`src/rtl/core/bsu_pkg.sv`:
```
// Shared types and codes for the blocking semaphore unit.
`timescale 1ns / 1ps

package bsu_pkg;

  // Field widths fixed by the item format
  localparam int CMD_W   = 2;
  localparam int IDX_W   = 3;
  localparam int COUNT_W = 8;

  // Operation codes carried in the command field
  typedef enum logic [CMD_W-1:0] {
    CMD_INIT   = 2'd0,
    CMD_WAIT   = 2'd1,
    CMD_SIGNAL = 2'd2,
    CMD_UNUSED = 2'd3
  } cmd_t;

  // Control sequencer states
  typedef enum logic [1:0] {
    ST_IDLE,
    ST_EXEC,
    ST_SCAN,
    ST_DONE
  } state_t;

  // Requests from the sequencer to the thread table
  typedef struct packed {
    logic search_start;
    logic scan_step;
    logic block_set;
  } thr_ctrl_t;

  // Search status from the thread table
  typedef struct packed {
    logic hit;
    logic exhausted;
  } thr_status_t;

endpackage

```
`src/rtl/core/bsu_count_mem.sv`:
```
// Semaphore count memory with registered read and per-entry valid bits.
`timescale 1ns / 1ps

module bsu_count_mem #(
  parameter int DEPTH  = 8,
  parameter int ADDR_W = 3
) (
  input  logic                          clk,
  input  logic                          rst,
  input  logic                          rd_en,
  input  logic [ADDR_W-1:0]             rd_addr,
  output logic [bsu_pkg::COUNT_W-1:0]   rd_data,
  input  logic                          wr_en,
  input  logic [ADDR_W-1:0]             wr_addr,
  input  logic [bsu_pkg::COUNT_W-1:0]   wr_data
);

  logic [bsu_pkg::COUNT_W-1:0] mem [DEPTH];
  logic [DEPTH-1:0]            valid;
  logic [bsu_pkg::COUNT_W-1:0] rd_q;
  logic                        rd_valid;

  // Write port
  always_ff @(posedge clk) begin
    if (wr_en) begin
      mem[wr_addr] <= wr_data;
    end
  end

  // Mark written entries; reset leaves every count at zero
  always_ff @(posedge clk) begin
    if (rst) begin
      valid <= '0;
    end else if (wr_en) begin
      valid[wr_addr] <= 1'b1;
    end
  end

  // Registered read port
  always_ff @(posedge clk) begin
    if (rd_en) begin
      rd_q     <= mem[rd_addr];
      rd_valid <= valid[rd_addr];
    end
  end

  // An entry never written reads as zero
  assign rd_data = rd_valid ? rd_q : '0;

endmodule

```
`src/rtl/core/bsu_thread_table.sv`:
```
// Per-thread blocked flags and wait semaphores, with a round-robin waiter scan.
`timescale 1ns / 1ps

module bsu_thread_table #(
  parameter int NUM_THREADS = 8,
  parameter int THR_W       = 3,
  parameter int LEFT_W      = 4
) (
  input  logic                        clk,
  input  logic                        rst,
  input  bsu_pkg::thr_ctrl_t          ctrl,
  input  logic [bsu_pkg::IDX_W-1:0]   sem,
  input  logic [THR_W-1:0]            run,
  output bsu_pkg::thr_status_t        status,
  output logic [THR_W-1:0]            ptr
);

  logic [NUM_THREADS-1:0]      blocked;
  logic [bsu_pkg::IDX_W-1:0]   wait_sem [NUM_THREADS];
  logic [NUM_THREADS-1:0]      match;
  logic [LEFT_W-1:0]           left;
  logic [THR_W-1:0]            run_next;
  logic [THR_W-1:0]            ptr_next;

  // Wrap-around successors of the running thread and of the scan pointer
  assign run_next = (run == THR_W'(NUM_THREADS - 1)) ? '0 : run + 1'b1;
  assign ptr_next = (ptr == THR_W'(NUM_THREADS - 1)) ? '0 : ptr + 1'b1;

  // Blocked flags: set on a blocking wait, clear on wake
  always_ff @(posedge clk) begin
    if (rst) begin
      blocked <= '0;
    end else if (ctrl.block_set) begin
      blocked[run] <= 1'b1;
    end else if (ctrl.scan_step && match[ptr]) begin
      blocked[ptr] <= 1'b0;
    end
  end

  // Wait semaphore per thread
  always_ff @(posedge clk) begin
    if (ctrl.block_set) begin
      wait_sem[run] <= sem;
    end else if (ctrl.scan_step && match[ptr]) begin
      wait_sem[ptr] <= '0;
    end
  end

  // Snapshot which threads wait on the signalled semaphore
  always_ff @(posedge clk) begin
    if (ctrl.search_start) begin
      for (int t = 0; t < NUM_THREADS; t++) begin
        match[t] <= blocked[t] && (wait_sem[t] == sem);
      end
    end
  end

  // Scan pointer and remaining step count
  always_ff @(posedge clk) begin
    if (rst) begin
      left <= '0;
      ptr  <= '0;
    end else if (ctrl.search_start) begin
      ptr  <= run_next;
      left <= LEFT_W'(NUM_THREADS);
    end else if (ctrl.scan_step && !match[ptr]) begin
      ptr  <= ptr_next;
      left <= left - 1'b1;
    end
  end

  assign status.hit       = (left != '0) && match[ptr];
  assign status.exhausted = (left == '0);

endmodule

```
`src/rtl/core/blocking_semaphore_unit_top.sv`:
```
// Top level of the blocking semaphore unit: stream ports and operation sequencer.
`timescale 1ns / 1ps

// Counting semaphores with blocked-thread tracking. Each input item is one
// call (init, wait or signal) on one semaphore by the running thread; each
// item yields exactly one result item. Items are handled one at a time: an
// init, a wait, or a signal that leaves the count positive goes from acceptance
// to result through count memory read, update and write-back, and result load.
// A signal that leaves the count at zero or below scans the threads round robin,
// one per cycle, starting after the running thread, until it finds a waiter or
// has passed over every thread, before the result load.
// The next item is accepted as soon as the result sits in the output
// register, even while that result waits to be taken. Counts saturate at
// -128 and 127 with error_flag set; a signal finding no waiter, an unused
// command, or an out-of-range semaphore or thread also sets error_flag.
module blocking_semaphore_unit_top #(
  parameter int NUM_THREADS    = 8,
  parameter int NUM_SEMAPHORES = 8
) (
  input  logic        clk,
  input  logic        rst,
  input  logic        s_tvalid,
  output logic        s_tready,
  // [1:0] command, [4:2] sem_index, [7:5] running_thread, [15:8] init_value
  input  logic [15:0] s_tdata,
  output logic        m_tvalid,
  input  logic        m_tready,
  // [0] caller_blocked, [1] woken_valid, [4:2] woken_thread, [12:5] new_count,
  // [13] error_flag, [15:14] zero
  output logic [15:0] m_tdata
);

  localparam int SEM_AW = (NUM_SEMAPHORES > 1) ? $clog2(NUM_SEMAPHORES) : 1;
  localparam int THR_W  = $clog2(NUM_THREADS);
  localparam int LEFT_W = $clog2(NUM_THREADS + 1);
  localparam logic [6:0] SEM_LIMIT = 7'(NUM_SEMAPHORES);
  localparam logic [5:0] THR_LIMIT = 6'(NUM_THREADS);
  localparam logic signed [7:0] COUNT_MAX = 8'sd127;
  localparam logic signed [7:0] COUNT_MIN = -8'sd128;

  bsu_pkg::state_t               state;
  bsu_pkg::state_t               state_next;
  bsu_pkg::cmd_t                 cmd;
  logic [bsu_pkg::IDX_W-1:0]     sem;
  logic [bsu_pkg::IDX_W-1:0]     run;
  logic signed [7:0]             init_value;
  logic                          accept;
  logic                          sem_ok;
  logic                          run_ok;
  logic                          op_ok;

  logic signed [7:0]             cur_count;
  logic signed [7:0]             count_next;
  logic                          err_next;
  logic                          block_next;
  logic                          search_next;

  logic                          res_blocked;
  logic                          res_woken;
  logic [2:0]                    res_thread;
  logic signed [7:0]             res_count;
  logic                          res_err;

  logic                          mem_wr_en;
  bsu_pkg::thr_ctrl_t            thr_ctrl;
  bsu_pkg::thr_status_t          thr_status;
  logic [THR_W-1:0]              scan_ptr;
  logic                          out_load;

  assign accept   = s_tvalid && s_tready;
  assign s_tready = (state == bsu_pkg::ST_IDLE);
  assign out_load = (state == bsu_pkg::ST_DONE) && (!m_tvalid || m_tready);

  // Hold the accepted item's fields
  always_ff @(posedge clk) begin
    if (accept) begin
      cmd        <= bsu_pkg::cmd_t'(s_tdata[1:0]);
      sem        <= s_tdata[4:2];
      run        <= s_tdata[7:5];
      init_value <= s_tdata[15:8];
    end
  end

  assign sem_ok = {4'b0, sem} < SEM_LIMIT;
  assign run_ok = {3'b0, run} < THR_LIMIT;
  assign op_ok  = sem_ok && run_ok && (cmd != bsu_pkg::CMD_UNUSED);

  bsu_count_mem #(
    .DEPTH  (NUM_SEMAPHORES),
    .ADDR_W (SEM_AW)
  ) u_count_mem (
    .clk     (clk),
    .rst     (rst),
    .rd_en   (accept && ({4'b0, s_tdata[4:2]} < SEM_LIMIT)),
    .rd_addr (SEM_AW'(s_tdata[4:2])),
    .rd_data (cur_count),
    .wr_en   (mem_wr_en),
    .wr_addr (SEM_AW'(sem)),
    .wr_data (count_next)
  );

  bsu_thread_table #(
    .NUM_THREADS (NUM_THREADS),
    .THR_W       (THR_W),
    .LEFT_W      (LEFT_W)
  ) u_thread_table (
    .clk    (clk),
    .rst    (rst),
    .ctrl   (thr_ctrl),
    .sem    (sem),
    .run    (THR_W'(run)),
    .status (thr_status),
    .ptr    (scan_ptr)
  );

  // Update the count read from memory
  always_comb begin
    count_next  = cur_count;
    err_next    = 1'b0;
    block_next  = 1'b0;
    search_next = 1'b0;
    if (!sem_ok) begin
      count_next = '0;
      err_next   = 1'b1;
    end else if (!op_ok) begin
      err_next = 1'b1;
    end else begin
      case (cmd)
        bsu_pkg::CMD_INIT: begin
          count_next = init_value;
        end
        bsu_pkg::CMD_WAIT: begin
          if (cur_count == COUNT_MIN) begin
            err_next = 1'b1;
          end else begin
            count_next = cur_count - 8'sd1;
          end
          block_next = count_next[7];
        end
        bsu_pkg::CMD_SIGNAL: begin
          if (cur_count == COUNT_MAX) begin
            err_next = 1'b1;
          end else begin
            count_next = cur_count + 8'sd1;
          end
          search_next = count_next[7] || (count_next == '0);
        end
        default: begin
          err_next = 1'b1;
        end
      endcase
    end
  end

  // Sequencer state register
  always_ff @(posedge clk) begin
    if (rst) begin
      state <= bsu_pkg::ST_IDLE;
    end else begin
      state <= state_next;
    end
  end

  // Next state
  always_comb begin
    state_next = state;
    unique case (state)
      bsu_pkg::ST_IDLE: begin
        if (accept) state_next = bsu_pkg::ST_EXEC;
      end
      bsu_pkg::ST_EXEC: begin
        state_next = search_next ? bsu_pkg::ST_SCAN : bsu_pkg::ST_DONE;
      end
      bsu_pkg::ST_SCAN: begin
        if (thr_status.hit || thr_status.exhausted) state_next = bsu_pkg::ST_DONE;
      end
      bsu_pkg::ST_DONE: begin
        if (out_load) state_next = bsu_pkg::ST_IDLE;
      end
      default: state_next = bsu_pkg::ST_IDLE;
    endcase
  end

  // Sequencer outputs
  always_comb begin
    mem_wr_en             = 1'b0;
    thr_ctrl.search_start = 1'b0;
    thr_ctrl.scan_step    = 1'b0;
    thr_ctrl.block_set    = 1'b0;
    unique case (state)
      bsu_pkg::ST_EXEC: begin
        mem_wr_en             = op_ok;
        thr_ctrl.block_set    = block_next;
        thr_ctrl.search_start = search_next;
      end
      bsu_pkg::ST_SCAN: begin
        thr_ctrl.scan_step = !thr_status.exhausted;
      end
      default: begin
      end
    endcase
  end

  // Collect the result fields
  always_ff @(posedge clk) begin
    if (state == bsu_pkg::ST_EXEC) begin
      res_count   <= count_next;
      res_err     <= err_next;
      res_blocked <= block_next;
      res_woken   <= 1'b0;
      res_thread  <= '0;
    end else if (state == bsu_pkg::ST_SCAN) begin
      if (thr_status.exhausted) begin
        res_err <= 1'b1;
      end else if (thr_status.hit) begin
        res_woken  <= 1'b1;
        res_thread <= 3'(scan_ptr);
      end
    end
  end

  // Output register: load the finished item, drop it when taken
  always_ff @(posedge clk) begin
    if (rst) begin
      m_tvalid <= 1'b0;
    end else if (out_load) begin
      m_tvalid <= 1'b1;
    end else if (m_tready) begin
      m_tvalid <= 1'b0;
    end
  end

  always_ff @(posedge clk) begin
    if (out_load) begin
      m_tdata <= {2'b00, res_err, res_count, res_thread, res_woken, res_blocked};
    end
  end

endmodule

```
`config.mk`:
```
export PLATFORM = sky130hd
export DESIGN_NAME = blocking_semaphore_unit_top
export DESIGN_NICKNAME = d
export VERILOG_FILES = /design/src/rtl/core/bsu_pkg.sv /design/src/rtl/core/bsu_count_mem.sv /design/src/rtl/core/bsu_thread_table.sv /design/src/rtl/core/blocking_semaphore_unit_top.sv
export SDC_FILE = /design/constraint.sdc
export NUM_CORES = 1
export LEC_CHECK = 0
export ABC_AREA = 0
export BUFFER_PORTS_ARGS = -buffer_cell sky130_fd_sc_hd__buf_2
export CAP_MARGIN = 25
export CORE_MARGIN = 2
export CORE_UTILIZATION = 65
export CTS_CLUSTER_DIAMETER = 40
export DETAILED_ROUTE_END_ITERATION = 10
export GPL_ROUTABILITY_DRIVEN = 0
export PLACE_DENSITY = 0.83
export SLEW_MARGIN = 20
export SYNTH_ARGS = -nofsm -noshare
export SYNTH_HDL_FRONTEND = slang
export SYNTH_SLANG_ARGS = --single-unit
```
`constraint.sdc`:
```
create_clock -name clk -period 4.9 [get_ports clk]
set_input_delay 0.98 -clock clk [delete_from_list [all_inputs] [get_ports clk]]
set_output_delay 0.98 -clock clk [all_outputs]
set_load 0.05 [all_outputs]
```
==> out/summary.md <==
The flow ran to the end, and the final reports show no timing, DRC or antenna violations. For this design, the CTS-stage hold fixing added 0 buffers. After the last flow step, the layout net total stands at 597. Setup violations remaining at the end of the flow were counted as 0. Routed wirelength normalized by instance count: 20.8 um. Clock network latency to the later pin of the worst-skew pair: 0.43 ns. Library cell with the largest summed area after synthesis: edfxtp_1. The area of the placeable core came out at 0.0114 mm2.

For flop-to-flop paths, the worst setup slack is 1.87 ns. Entering global routing, the biggest net connects 27 pins. The filler cell count is 636, and the final-report hold violation count is 0. Of the total power, the share spent switching nets is 28.8%. Traced cell by cell, the critical path runs through nand2_1 -> ha_1 -> nand4b_1 -> a21oi_1 -> a21oi_1 -> a31oi_1 -> a31oi_1. The internal portion of the total power is 0.00298 W. The max-slew violation count was 0. The maximum net fanout on the critical path is 22, and the wire length of the first global-routing pass is 24100 um.

The mean post-synth cell area came out at 14.0 um2. Clock period minus worst slack: 3.03 ns. The clock root buffer was clkbuf_16. In the finished design, the share of the clock period the worst path needs comes to 61.9%.

The die covers 0.0125 mm2. The analysis attributes to cell leakage a power of 2.90 nW. The synthesized netlist occupies a cell area of 0.00754 mm2.

For this run, the register share of the synthesized area comes to 65.7%. The clock arrives with 0.0125 ns of skew. Setup repair after global routing left no endpoint under its margin. Synthesis produced a netlist whose cell count is 539. In the routed design, unresolved DRC markers number 0.

The via count of the first global-routing pass was 4577. For the pin with the worst max-slew slack, the measured transition is 1.01 ns. Measured against its own limit, the worst slew margin works out to 32.3%. Counting along the longest clock path gives a buffer depth of 2.

The end of the worst register-to-register path is u_count_mem.mem[1][2]. The detail route stage leaves a number of antenna-violating nets equal to 0. Once the clock tree was built, the resizer swapped 0 gates to a different size. The type of destination of the critical path was a flop.

The initial standard-cell utilization of the core was 66.3%; the number of flops mapped to enable cells by yosys was 145. Clock slew at the register clock pins of the worst setup and hold paths: 0.06 ns. In the final layout, the share of cells above drive strength 1 is 18.6%. Commonest register cell after synthesis: edfxtp_1.

Across the run, the number of max-cap violations was 0. The port buffer count came out at 35. For the number of top-level design ports, the log shows 38. The path class of the tightest hold or removal check is flop to flop.

In this run the vertical extent of the chip is 112 um. After detailed routing, the number of vias per cell comes to 6.41. Arrival time of data at the critical path endpoint: 3.13 ns. Once the clock tree was built, the setup fixing pass inserted 0 buffers.

The detailed router finished its first iteration with 588 violations. Area growth from synthesis to layout: 11.4%. The clock share of power was 34.2%.

In the global route stage, overall resource usage came out at 25.5%. The number of antenna diodes in the final layout is 0. The startpoint identified for the worst register-to-register timing path is u_count_mem.rd_valid.

The tools report the count of synthesis-stage warnings from yosys as 0. Sequential cells burn 49.1% of the power. The area share of the leading cell type in the synthesized netlist was 57.8%; the total wirelength of the detailed-routed design was 15000 um. The run gives 4.99 ns as the required time of the worst setup path.

The async set or reset register ratio after synthesis is 0%. The number of clock sinks is 175. The number of cells on the worst reg-to-reg path is 7. For this block, the via count after detailed routing is 4631.

For the total grt overflow, the log shows 0. The worst hold path terminates at m_tdata[6]. In this run the horizontal extent of the chip is 112 um. The share of total power dissipated in combinational logic is 16.6%. The number of instances on the worst hold path is 0. For the level count of the clock H-tree, the log shows 4. The maximum VDD drop is 0.456 mV, and the power per standard cell area is 498 mW/mm2. Final hold analysis gives a worst-case slack of 0.421 ns.

The worst setup path is launched from a flop. The tools report the initial antenna violation count as 0. The wire-length estimate of the detail-placed layout is 9350 um. The number of detailed-route iterations in the first pass is 5, and the post-synthesis cell type count is 60.

In this design, the stage delay of the slowest critical-path cell is 0.75 ns. In this run, synthesis produced a sequential element count of 175. The critical path class was flop to flop. The row count was 39. TritonCTS built the clock tree. Sorting the synthesized cells by area gives the leading types as edfxtp_1 58%, dfxtp_1 8.0%, mux4_2 5.4%. The tools report the number of buffers created by CTS as 17.

The worst hold path begins at res_count[1]. The net load switching power is 0.00120 W, and the maximum clock rate is 330 MHz. The final sum of negative setup slack is 0 ns. Among all stages on the critical path, the largest delay is contributed by a31oi_1.
==> through the flow <==
step	instances	util [%]	total power, W	area, um2	setup WS (ns)
floorplan	540	-	0.00255	7540	2.31
global placement	690	68.2	0.00272	7760	2.12
detailed placement	691	68.3	0.00275	7760	2.01
CTS	723	73.8	0.00418	8390	1.94
global route	723	73.8	0.00433	8390	1.64
finish	723	73.8	0.00418	8390	1.87
==> logic make-up (layout without fill, tap and decap cells) <==
family | count (synthesis) | in the layout | share of synthesized area, %
flip-flops | 175 | 175 | 65.7
other | 1 | 2 | 0.0498
adder cells (fa/ha/maj) | 10 | 10 | 1.66
XOR/XNOR | 27 | 27 | 3.14
multiplexers | 39 | 39 | 8.37
AND/OR/NAND/NOR | 159 | 159 | 10.4
AO/OA/AOI/OAI | 85 | 85 | 7.87
buffers and inverters | 43 | 83 | 2.72
==> sequential cells by signal, summed over array words and instances, names as in the netlist, 2 cells and up <==
signal	cells
u_count_mem.mem	64
u_thread_table.wait_sem	24
m_tdata	14
init_value	8
res_count	8
u_count_mem.rd_q	8
u_count_mem.valid	8
u_thread_table.blocked	8
u_thread_table.match	8
u_thread_table.left	4
res_thread	3
run	3
sem	3
u_thread_table.ptr	3
cmd	2
state	2
==> how the worst max path moves through the flow <==
stage,startpoint,end,depth (start not counted)
5_1_grt,u_count_mem.rd_valid,u_count_mem.mem[0][2],7
3_5_place_dp,u_count_mem.rd_valid,u_thread_table.wait_sem[3][1],8
4_1_cts,u_count_mem.rd_valid,u_count_mem.mem[4][2],7
3_3_place_gp,state[1],u_thread_table.ptr[0],6
6_report,u_count_mem.rd_valid,u_count_mem.mem[1][2],7
2_1_floorplan,s_tdata[2],u_count_mem.rd_q[0],4
==> synth_stat cells, types with 8 or more instances <==
| cell type | number |
|---|---|
| edfxtp_1 | 145 |
| nor2_1 | 50 |
| nand2_1 | 37 |
| dfxtp_1 | 30 |
| a21oi_1 | 28 |
| mux4_2 | 18 |
| nor3_1 | 18 |
| xor2_1 | 18 |
| o21ai_0 | 15 |
| clkbuf_1 | 13 |
| inv_1 | 12 |
| ha_1 | 10 |
| mux2_2 | 10 |
| nand3_1 | 10 |
| mux2i_1 | 9 |
| xnor2_1 | 9 |
| nor2b_1 | 8 |
==> cell type report <==
type	instances	area (um2)	area share (%)
sequential	175	4950	59.0
multi-input combinational	322	2380	28.3
clock buffer	19	433	5.16
timing repair buffer	39	205	2.44
clock inverter	13	198	2.36
tap	143	179	2.13
inverter	12	45.0	0.537
==> power groups by stage <==
stage | clock network [W] | registers, W | logic (W)
finish | 0.00143 | 0.00206 | 0.000695
global route | 0.00151 | 0.00207 | 0.000759
CTS | 0.00144 | 0.00205 | 0.000688
detailed placement | 0 | 0.00208 | 0.000678
global placement | 0 | 0.00207 | 0.000652
floorplan | 0 | 0.00201 | 0.000541
==> worst max-delay path, delay by kind of cell, from the launching register on <==
family | cells | cell delay (ns)
DFF | 1 | 0.73
AOI/OAI and AO/OA | 4 | 1.14
adders and majority gates | 1 | 0.33
and+or+nand+nor | 2 | 0.50
==> layer usage <==
layer	wire length, um	track usage, %
met5	0	0
met3	1210	5.50
met4	305	9.55
met2	7490	41.9
met1	6030	33.9
==> cell usage in the layout (no fill, tap or decap), types with 4 or more instances in the layout <==
cell and n:
a211oi_1 6, a21oi_1 28, a31oi_1 6, and2_1 6
and3_1 5, buf_2 35, buf_4 4, bufinv_16 4
clkbuf_16 17, dfxtp_1 30, edfxtp_1 145, ha_1 10
inv_1 12, inv_6 6, mux2_2 10, mux2i_1 9
mux4_2 18, nand2_1 37, nand3_1 10, nor2_1 50
nor2b_1 8, nor3_1 18, nor4_1 4, o21ai_0 14
o21ai_1 7, xnor2_1 9, xor2_1 18
Note: power is estimated with default switching activity, not from simulation.
